===== src/design/bspq_pkg.sv =====
package bspq_pkg;

    // reset value of the capacity register, also used when it holds zero
    localparam int unsigned DEFAULT_CAPACITY = 64;

    typedef enum logic {
        OP_ENQUEUE = 1'b0,
        OP_DEQUEUE = 1'b1
    } op_t;

    typedef enum logic [1:0] {
        ST_ENQUEUED = 2'd0,
        ST_DEQUEUED = 2'd1,
        ST_REJECTED = 2'd2,
        ST_EMPTY    = 2'd3
    } status_t;

    typedef enum logic [2:0] {
        S_CLEAR,
        S_IDLE,
        S_SCAN,
        S_WRITE,
        S_DONE
    } state_t;

    // one slot of the job store
    typedef struct packed {
        logic        valid;
        logic [15:0] prio;
        logic [31:0] seq;
        logic [15:0] tag;
    } entry_t;

endpackage


===== src/design/bspq_ram.sv =====
module bspq_ram #(
    parameter int WIDTH = 65,
    parameter int DEPTH = 64
) (
    input  logic                     aclk,
    input  logic                     wr_en,
    input  logic [$clog2(DEPTH)-1:0] wr_addr,
    input  logic [WIDTH-1:0]         wr_data,
    input  logic [$clog2(DEPTH)-1:0] rd_addr,
    output logic [WIDTH-1:0]         rd_data
);

    logic [WIDTH-1:0] mem [DEPTH];
    logic [WIDTH-1:0] rd_data_reg;

    always_ff @(posedge aclk) begin
        if (wr_en) begin
            mem[wr_addr] <= wr_data;
        end
        rd_data_reg <= mem[rd_addr];
    end

    assign rd_data = rd_data_reg;

endmodule


===== src/design/bounded_stable_priority_queue.sv =====
// bounded job queue with priority service
// input channel (s_*): one word per request; s_tuser is the operation
// (enqueue or dequeue), s_tdata carries the job priority and tag
// result channel (m_*): exactly one word per request with the status in
// m_tuser and tag, priority, sequence stamp and occupancy in m_tdata
// config channel (cfg_*): writes the queue capacity, zero meaning 64, and
// values above QUEUE_DEPTH acting as QUEUE_DEPTH; write only while idle
// jobs live in a single-port-read memory of QUEUE_DEPTH slots; one shared
// compare unit walks the slots one per cycle behind the registered read
// a dequeue scans every slot
// an enqueue scans up to the lowest free slot
// a rejected enqueue or an empty dequeue goes straight to the done state
// s_tready is high only while the sequencer is idle
// after reset a clearing pass through every slot empties the memory;
// no request is taken during it, config writes are
// the result sits in an output register, so a stalled receiver holds only
// the next finished result; the queue waits in its done state meanwhile
module bounded_stable_priority_queue #(
    parameter int QUEUE_DEPTH = 64
) (
    input  logic        aclk,
    input  logic        aresetn,
    // config write channel
    input  logic        cfg_valid,
    output logic        cfg_ready,
    input  logic [6:0]  cfg_data,    // queue_capacity
    // request channel
    input  logic        s_tvalid,
    output logic        s_tready,
    input  logic [31:0] s_tdata,     // [15:0] job_priority, [31:16] job_tag
    input  logic [0:0]  s_tuser,     // [0] operation
    // result channel
    output logic        m_tvalid,
    input  logic        m_tready,
    output logic [71:0] m_tdata,     // [15:0] out_tag, [31:16] out_priority,
                                     // [63:32] out_sequence, [70:64] occupancy
    output logic [1:0]  m_tuser      // [1:0] status
);

    import bspq_pkg::*;

    localparam int IDX_W   = $clog2(QUEUE_DEPTH);
    localparam int CNT_W   = $clog2(QUEUE_DEPTH + 1);
    localparam int CAP_W   = (CNT_W > 7) ? CNT_W : 7;
    localparam int ENTRY_W = $bits(entry_t);
    localparam logic [IDX_W-1:0] LAST_IDX = IDX_W'(QUEUE_DEPTH - 1);

    // sequencer and datapath registers
    state_t             state_reg, state_next;
    op_t                op_reg, op_next;
    logic [15:0]        prio_reg, prio_next;
    logic [15:0]        tag_reg, tag_next;
    logic [CNT_W-1:0]   count_reg, count_next;
    logic [31:0]        seq_reg, seq_next;
    logic [6:0]         cap_reg, cap_next;
    logic [IDX_W-1:0]   addr_reg, addr_next;
    logic               issue_done_reg, issue_done_next;
    logic               pend_reg, pend_next;
    logic [IDX_W-1:0]   pend_idx_reg, pend_idx_next;
    logic               found_reg, found_next;
    logic [IDX_W-1:0]   best_idx_reg, best_idx_next;
    entry_t             best_reg, best_next;
    status_t            res_status_reg, res_status_next;
    logic [15:0]        res_tag_reg, res_tag_next;
    logic [15:0]        res_prio_reg, res_prio_next;
    logic [31:0]        res_seq_reg, res_seq_next;
    logic               m_tvalid_reg, m_tvalid_next;
    logic [71:0]        m_tdata_reg, m_tdata_next;
    logic [1:0]         m_tuser_reg, m_tuser_next;

    // memory port
    logic               wr_en;
    logic [IDX_W-1:0]   wr_addr;
    entry_t             wr_entry;
    logic [ENTRY_W-1:0] rd_word;
    entry_t             rd_entry;

    logic               in_accept;
    logic               out_free;
    logic [CAP_W-1:0]   cap_raw;
    logic [CAP_W-1:0]   cap_eff;
    logic               full;
    logic               better;

    bspq_ram #(
        .WIDTH (ENTRY_W),
        .DEPTH (QUEUE_DEPTH)
    ) u_store (
        .aclk    (aclk),
        .wr_en   (wr_en),
        .wr_addr (wr_addr),
        .wr_data (wr_entry),
        .rd_addr (addr_reg),
        .rd_data (rd_word)
    );

    assign rd_entry  = entry_t'(rd_word);
    assign cfg_ready = 1'b1;
    assign s_tready  = (state_reg == S_IDLE);
    assign in_accept = s_tvalid && s_tready;
    assign out_free  = !m_tvalid_reg || m_tready;

    // effective capacity: zero means the default, clipped to the depth
    assign cap_raw = (cap_reg == 7'd0) ? CAP_W'(DEFAULT_CAPACITY) : CAP_W'(cap_reg);
    assign cap_eff = (cap_raw > CAP_W'(QUEUE_DEPTH)) ? CAP_W'(QUEUE_DEPTH) : cap_raw;
    assign full    = CAP_W'(count_reg) >= cap_eff;

    // shared compare unit: higher priority (compared as signed) wins, oldest stamp on a tie
    assign better = ($signed(rd_entry.prio) > $signed(best_reg.prio)) ||
                    ((rd_entry.prio == best_reg.prio) && (rd_entry.seq < best_reg.seq));

    // next state
    always_comb begin
        state_next = state_reg;
        unique case (state_reg)
            S_CLEAR: begin
                if (addr_reg == LAST_IDX) begin
                    state_next = S_IDLE;
                end
            end
            S_IDLE: begin
                if (in_accept) begin
                    if (op_t'(s_tuser[0]) == OP_ENQUEUE) begin
                        state_next = full ? S_DONE : S_SCAN;
                    end else begin
                        state_next = (count_reg == '0) ? S_DONE : S_SCAN;
                    end
                end
            end
            S_SCAN: begin
                if (pend_reg) begin
                    if (op_reg == OP_ENQUEUE) begin
                        if (!rd_entry.valid) begin
                            state_next = S_WRITE;
                        end
                    end else if (pend_idx_reg == LAST_IDX) begin
                        state_next = S_WRITE;
                    end
                end
            end
            S_WRITE: begin
                state_next = S_DONE;
            end
            S_DONE: begin
                if (out_free) begin
                    state_next = S_IDLE;
                end
            end
            default: begin
                state_next = S_IDLE;
            end
        endcase
    end

    // datapath and outputs
    always_comb begin
        op_next         = op_reg;
        prio_next       = prio_reg;
        tag_next        = tag_reg;
        count_next      = count_reg;
        seq_next        = seq_reg;
        cap_next        = cfg_valid ? cfg_data : cap_reg;
        addr_next       = addr_reg;
        issue_done_next = issue_done_reg;
        pend_next       = 1'b0;
        pend_idx_next   = addr_reg;
        found_next      = found_reg;
        best_idx_next   = best_idx_reg;
        best_next       = best_reg;
        res_status_next = res_status_reg;
        res_tag_next    = res_tag_reg;
        res_prio_next   = res_prio_reg;
        res_seq_next    = res_seq_reg;
        m_tvalid_next   = m_tvalid_reg && !m_tready;
        m_tdata_next    = m_tdata_reg;
        m_tuser_next    = m_tuser_reg;
        wr_en           = 1'b0;
        wr_addr         = best_idx_reg;
        wr_entry        = '0;

        unique case (state_reg)
            S_CLEAR: begin
                wr_en     = 1'b1;
                wr_addr   = addr_reg;
                addr_next = (addr_reg == LAST_IDX) ? '0 : addr_reg + 1'b1;
            end
            S_IDLE: begin
                if (in_accept) begin
                    op_next         = op_t'(s_tuser[0]);
                    prio_next       = s_tdata[15:0];
                    tag_next        = s_tdata[31:16];
                    addr_next       = '0;
                    issue_done_next = 1'b0;
                    found_next      = 1'b0;
                    res_tag_next    = '0;
                    res_prio_next   = '0;
                    res_seq_next    = '0;
                    res_status_next = (op_t'(s_tuser[0]) == OP_ENQUEUE) ? ST_REJECTED
                                                                        : ST_EMPTY;
                end
            end
            S_SCAN: begin
                // issue one read per cycle
                if (!issue_done_reg) begin
                    pend_next       = 1'b1;
                    issue_done_next = (addr_reg == LAST_IDX);
                    addr_next       = (addr_reg == LAST_IDX) ? addr_reg : addr_reg + 1'b1;
                end
                // consume the word read in the previous cycle
                if (pend_reg) begin
                    if (op_reg == OP_ENQUEUE) begin
                        if (!found_reg && !rd_entry.valid) begin
                            found_next    = 1'b1;
                            best_idx_next = pend_idx_reg;
                        end
                    end else if (rd_entry.valid && (!found_reg || better)) begin
                        found_next    = 1'b1;
                        best_idx_next = pend_idx_reg;
                        best_next     = rd_entry;
                    end
                end
            end
            S_WRITE: begin
                wr_en = 1'b1;
                if (op_reg == OP_ENQUEUE) begin
                    wr_entry.valid  = 1'b1;
                    wr_entry.prio   = prio_reg;
                    wr_entry.seq    = seq_reg;
                    wr_entry.tag    = tag_reg;
                    res_status_next = ST_ENQUEUED;
                    res_seq_next    = seq_reg;
                    seq_next        = seq_reg + 32'd1;
                    count_next      = count_reg + 1'b1;
                end else begin
                    res_status_next = ST_DEQUEUED;
                    res_tag_next    = best_reg.tag;
                    res_prio_next   = best_reg.prio;
                    res_seq_next    = best_reg.seq;
                    count_next      = count_reg - 1'b1;
                end
            end
            S_DONE: begin
                if (out_free) begin
                    m_tvalid_next = 1'b1;
                    m_tuser_next  = res_status_reg;
                    m_tdata_next  = {1'b0, 7'(count_reg), res_seq_reg,
                                     res_prio_reg, res_tag_reg};
                end
            end
            default: begin
            end
        endcase
    end

    always_ff @(posedge aclk) begin
        if (!aresetn) begin
            state_reg      <= S_CLEAR;
            count_reg      <= '0;
            seq_reg        <= '0;
            cap_reg        <= 7'(DEFAULT_CAPACITY);
            addr_reg       <= '0;
            issue_done_reg <= 1'b0;
            pend_reg       <= 1'b0;
            found_reg      <= 1'b0;
            m_tvalid_reg   <= 1'b0;
        end else begin
            state_reg      <= state_next;
            count_reg      <= count_next;
            seq_reg        <= seq_next;
            cap_reg        <= cap_next;
            addr_reg       <= addr_next;
            issue_done_reg <= issue_done_next;
            pend_reg       <= pend_next;
            found_reg      <= found_next;
            m_tvalid_reg   <= m_tvalid_next;
        end
    end

    always_ff @(posedge aclk) begin
        op_reg         <= op_next;
        prio_reg       <= prio_next;
        tag_reg        <= tag_next;
        pend_idx_reg   <= pend_idx_next;
        best_idx_reg   <= best_idx_next;
        best_reg       <= best_next;
        res_status_reg <= res_status_next;
        res_tag_reg    <= res_tag_next;
        res_prio_reg   <= res_prio_next;
        res_seq_reg    <= res_seq_next;
        m_tdata_reg    <= m_tdata_next;
        m_tuser_reg    <= m_tuser_next;
    end

    assign m_tvalid = m_tvalid_reg;
    assign m_tdata  = m_tdata_reg;
    assign m_tuser  = m_tuser_reg;

    // occupancy never goes beyond the number of slots
    a_count_bound: assert property (@(posedge aclk) disable iff (!aresetn)
        count_reg <= CNT_W'(QUEUE_DEPTH))
        else $error("occupancy beyond depth");

    // a slot is only written back once the scan has picked one
    a_write_found: assert property (@(posedge aclk) disable iff (!aresetn)
        state_reg == S_WRITE |-> found_reg)
        else $error("write without a chosen slot");

    // the stamp advances only when a job is actually stored
    a_seq_step: assert property (@(posedge aclk) disable iff (!aresetn)
        $past(aresetn) && !$stable(seq_reg) |->
            $past(state_reg == S_WRITE && op_reg == OP_ENQUEUE))
        else $error("sequence moved without an enqueue");

    // a new result appears only from the done state
    a_result_src: assert property (@(posedge aclk) disable iff (!aresetn)
        $past(aresetn) && $rose(m_tvalid_reg) |-> $past(state_reg == S_DONE))
        else $error("result raised outside done state");

endmodule

===== config.mk =====
export PLATFORM = sky130hd
export DESIGN_NAME = bounded_stable_priority_queue
export DESIGN_NICKNAME = d
export VERILOG_FILES = /design/src/design/bspq_pkg.sv /design/src/design/bspq_ram.sv /design/src/design/bounded_stable_priority_queue.sv
export SDC_FILE = /design/constraint.sdc
export NUM_CORES = 2
export LEC_CHECK = 0
export BUFFER_PORTS_ARGS = -buffer_cell sky130_fd_sc_hd__buf_4
export CAP_MARGIN = 20
export CORE_ASPECT_RATIO = 0.5
export CORE_UTILIZATION = 50
export DETAILED_ROUTE_END_ITERATION = 7
export GPL_ROUTABILITY_DRIVEN = 0
export PLACE_DENSITY = 0.79
export SETUP_SLACK_MARGIN = 0.3
export SLEW_MARGIN = 20
export SYNTH_ARGS = -nofsm -noshare
export SYNTH_HDL_FRONTEND = slang
export SYNTH_MEMORY_MAX_BITS = 65536
export SYNTH_SLANG_ARGS = --single-unit

===== constraint.sdc =====
create_clock -name aclk -period 6.15 [get_ports aclk]
set_input_delay 0.9225 -clock aclk [delete_from_list [all_inputs] [get_ports aclk]]
set_output_delay 0.9225 -clock aclk [all_outputs]
set_load 0.03 [all_outputs]

==> impl_results.md <==
- Total core area: 340000 µm²
- WL final: 519000 µm
- Largest net degree at the start of global routing: 145
- Crit-path most repeated cell: or3_1
- Ys async rst share: 0
- CTS tree: done
- Vias: 88500
- Vias in the first global route: 88000
- # DRC: 10
- Antenna viol nets, final: 0
- Count leader, synth: edfxtp_1
- CTS buffer count: 391
- Chip height: 416 µm
- Final period util: 0.720
- Hold buffers post-CTS: 0
- Worst path max stage delay: 1.01 ns
- Main synth FF type: edfxtp_1
- VDD IR-drop max: 257 µV
- Setup slack, reg-to-reg: 1.72 ns
- Post-synth top area cell: edfxtp_1
- Max_cap viols: 0
- Status: finished, violations left
- Max reg flops: 4160
- Die width: 831 µm
- Syn_nets: 7162
- Initial antenna violation count: 31
- Synth top area share: 0.770
- Util after Layout: 0.568
- WS Path Type: reg -> reg
- Clock buffer depth: 4
- Share of layout cells above drive strength 1: 0.309
- Worst EP required: 6.69 ns
- Mapped Cells: 7055
- First-pass GRT wire length: 713000 µm
- Synthesized area: 172000 µm²
- Number of placement rows: 151
- WL/cell: 42.1 µm
- Initial Utilization: 0.505
- Max Freq: 226 MHz
- Total clock sinks: 4532
- Max_slew headroom: 0.167
- Area overhead of the layout relative to synthesis: 12.5%
- Worst Setup Start Kind: register
- Clock root buffer: clkbuf_16
- Clock transition at path regs: 0.07 ns
- Crit. End Element: register
- CP delay by family, top: simple AND/OR/NAND/NOR gates
- Final min period: 4.43 ns
- Worst Tran Pin Value: 1.25 ns
- Final Max Slew Viols: 0
- Sequential share of the synthesized area: 0.785
- Vias per cell: 7.19
- RSZ-0062 raised after global routing: false
- CTS-repair resized insts: 0
- Syn_area_per_cell: 24.3 µm²
- H-tree depth: 5
- Layout fillers: 22000
- Setup TNS: 0 ns
- Yosys cell types: 59
- Synth top cells by count: edfxtp_1, mux4_2, clkbuf_1, nor2_1, dfxtp_1
- Post-detail-place hpwl: 239000 µm
- Number of port buffers: 119
- Arrival @ worst endpoint: 4.97 ns
- Slowest library cell on the worst path: nor2_4
- Power density over cell area: 325 nW/µm²
- Worst Skew: 0.0571 ns
- Ports: 122
- Total gr overflow: 0
- Synth Warn #: 0
- Final Setup Violations: 0
- Synth Register Bits: 4532
- First drt pass iteration count: 8
- Leakage: 51.5 nW
- Total GRT Usage: 0.296
- Clk Latency, worst-skew pair: 0.95 ns
- Final Hold Viols: 0
- Starting DRT DRC Count: 17100
- Crit Path Max Fanout: 25
- Failing checks: DRC
- Die area: 346000 µm²
- Setup bufs post-CTS: 0
- Worst Hold Class: in -> reg
- Number of synthesized flops with an enable pin: 4402
- Final net count: 7561
- Top post-synthesis cells by area: edfxtp_1, mux4_2, dfxtp_1, clkbuf_1, ha_1
- Crit-path cells: or3_1 -> or3_1 -> o31ai_1 -> nand2_1 -> nor2_4 -> buf_4
- Crit path buf inv count: 1
-- path summary, 6_finish.rpt --
path | start | to | cells after the start
worst max-delay path | state_reg[1]$_SDFFE_PN0P_ | u_store.mem[57][21]$_DFFE_PP_ | 6
worst min-delay path | s_tdata[10] | prio_reg[10]$_DFFE_PP_ | 1
worst max register to register | state_reg[1]$_SDFFE_PN0P_ | u_store.mem[57][21]$_DFFE_PP_ | 6
worst min register to register | res_tag_reg[14]$_SDFFCE_PN0P_ | m_tdata[14]$_DFFE_PP_ | 0
-- where the power goes --
part,internal (mW),total (mW),switching [mW]
registers,33.7,34.0,0.334
logic,1.06,2.55,1.49
clock network,14.5,26.3,11.8
-- metrics by stage --
step	hold WS [ns]	setup slack [ns]	total power [mW]	cell area, µm²	instances
after floorplan	0.329	0.313	36.1	172000	7055
after global placement	0.393	2.05	37.0	180000	11600
after detailed placement	0.398	2.14	37.0	180000	11600
after CTS	0.124	1.95	62.8	193000	12300
after global routing	0.147	1.76	63.9	193000	12300
final	0.148	1.72	62.9	193000	12300
-- cells in the final DEF (no fill, tap or decap), types with 6 or more instances in the layout --
master      Yosys  routed
nand3_1        21      21
nand4_1        16      16
nor2_4          0      67
nor2_1        144      77
xnor2_1        29      29
or3_1          10      10
nor2b_1        12      12
clkinv_2        0      73
mux2i_1        61      61
clkbuf_16       0     398
buf_4           6     288
buf_12          0      68
and2_2          0       6
o21ai_0        23      23
xor2_1          6       6
bufinv_16       0      54
inv_1          60      57
a21boi_0        9       9
a21o_1          7       7
clkbuf_8        0      26
mux4_2       1347    1347
dfxtp_1       130     124
clkinv_1        0      52
diode_2         0      10
clkbuf_1      209      85
a21oi_1        44      44
clkinvlp_4      0      15
and2_4          1      22
nand2b_1       13      13
and3_1         23      23
edfxtp_1     4402    4402
and2_1        110      83
nand2_1       111     109
ha_1           61      61
inv_6           0      11
-- routing by layer --
metal  share of wire  global-route usage  routed length (µm)
met1            0.32               0.380              164000
met5         0.00032                   0                 166
met4           0.073               0.174               38100
met3            0.15              0.0946               80200
met2            0.45               0.449              236000
-- logic make-up after synthesis --
kind of cell | count (synthesis) | synth area share
mux | 1408 | 0.180
xor+xnor | 35 | 0.00179
simple gates | 487 | 0.0141
compound gates | 117 | 0.00423
flops | 4532 | 0.785
fa+ha+maj | 62 | 0.00456
other cells | 2 | 0.0000437
buf+inv | 412 | 0.0102
-- final cells by class --
cell class	count	area, µm²	share of cell area
Sequential cell	4532	135000	0.698
Multi-Input combinational cell	2111	35800	0.185
Clock buffer	509	10600	0.0551
Tap cell	4513	5650	0.0292
Timing Repair Buffer	357	3550	0.0184
Clock inverter	213	2510	0.0130
Inverter	61	240	0.00124
Antenna cell	10	25.0	0.000130
Power figures use the tool's default switching activity.
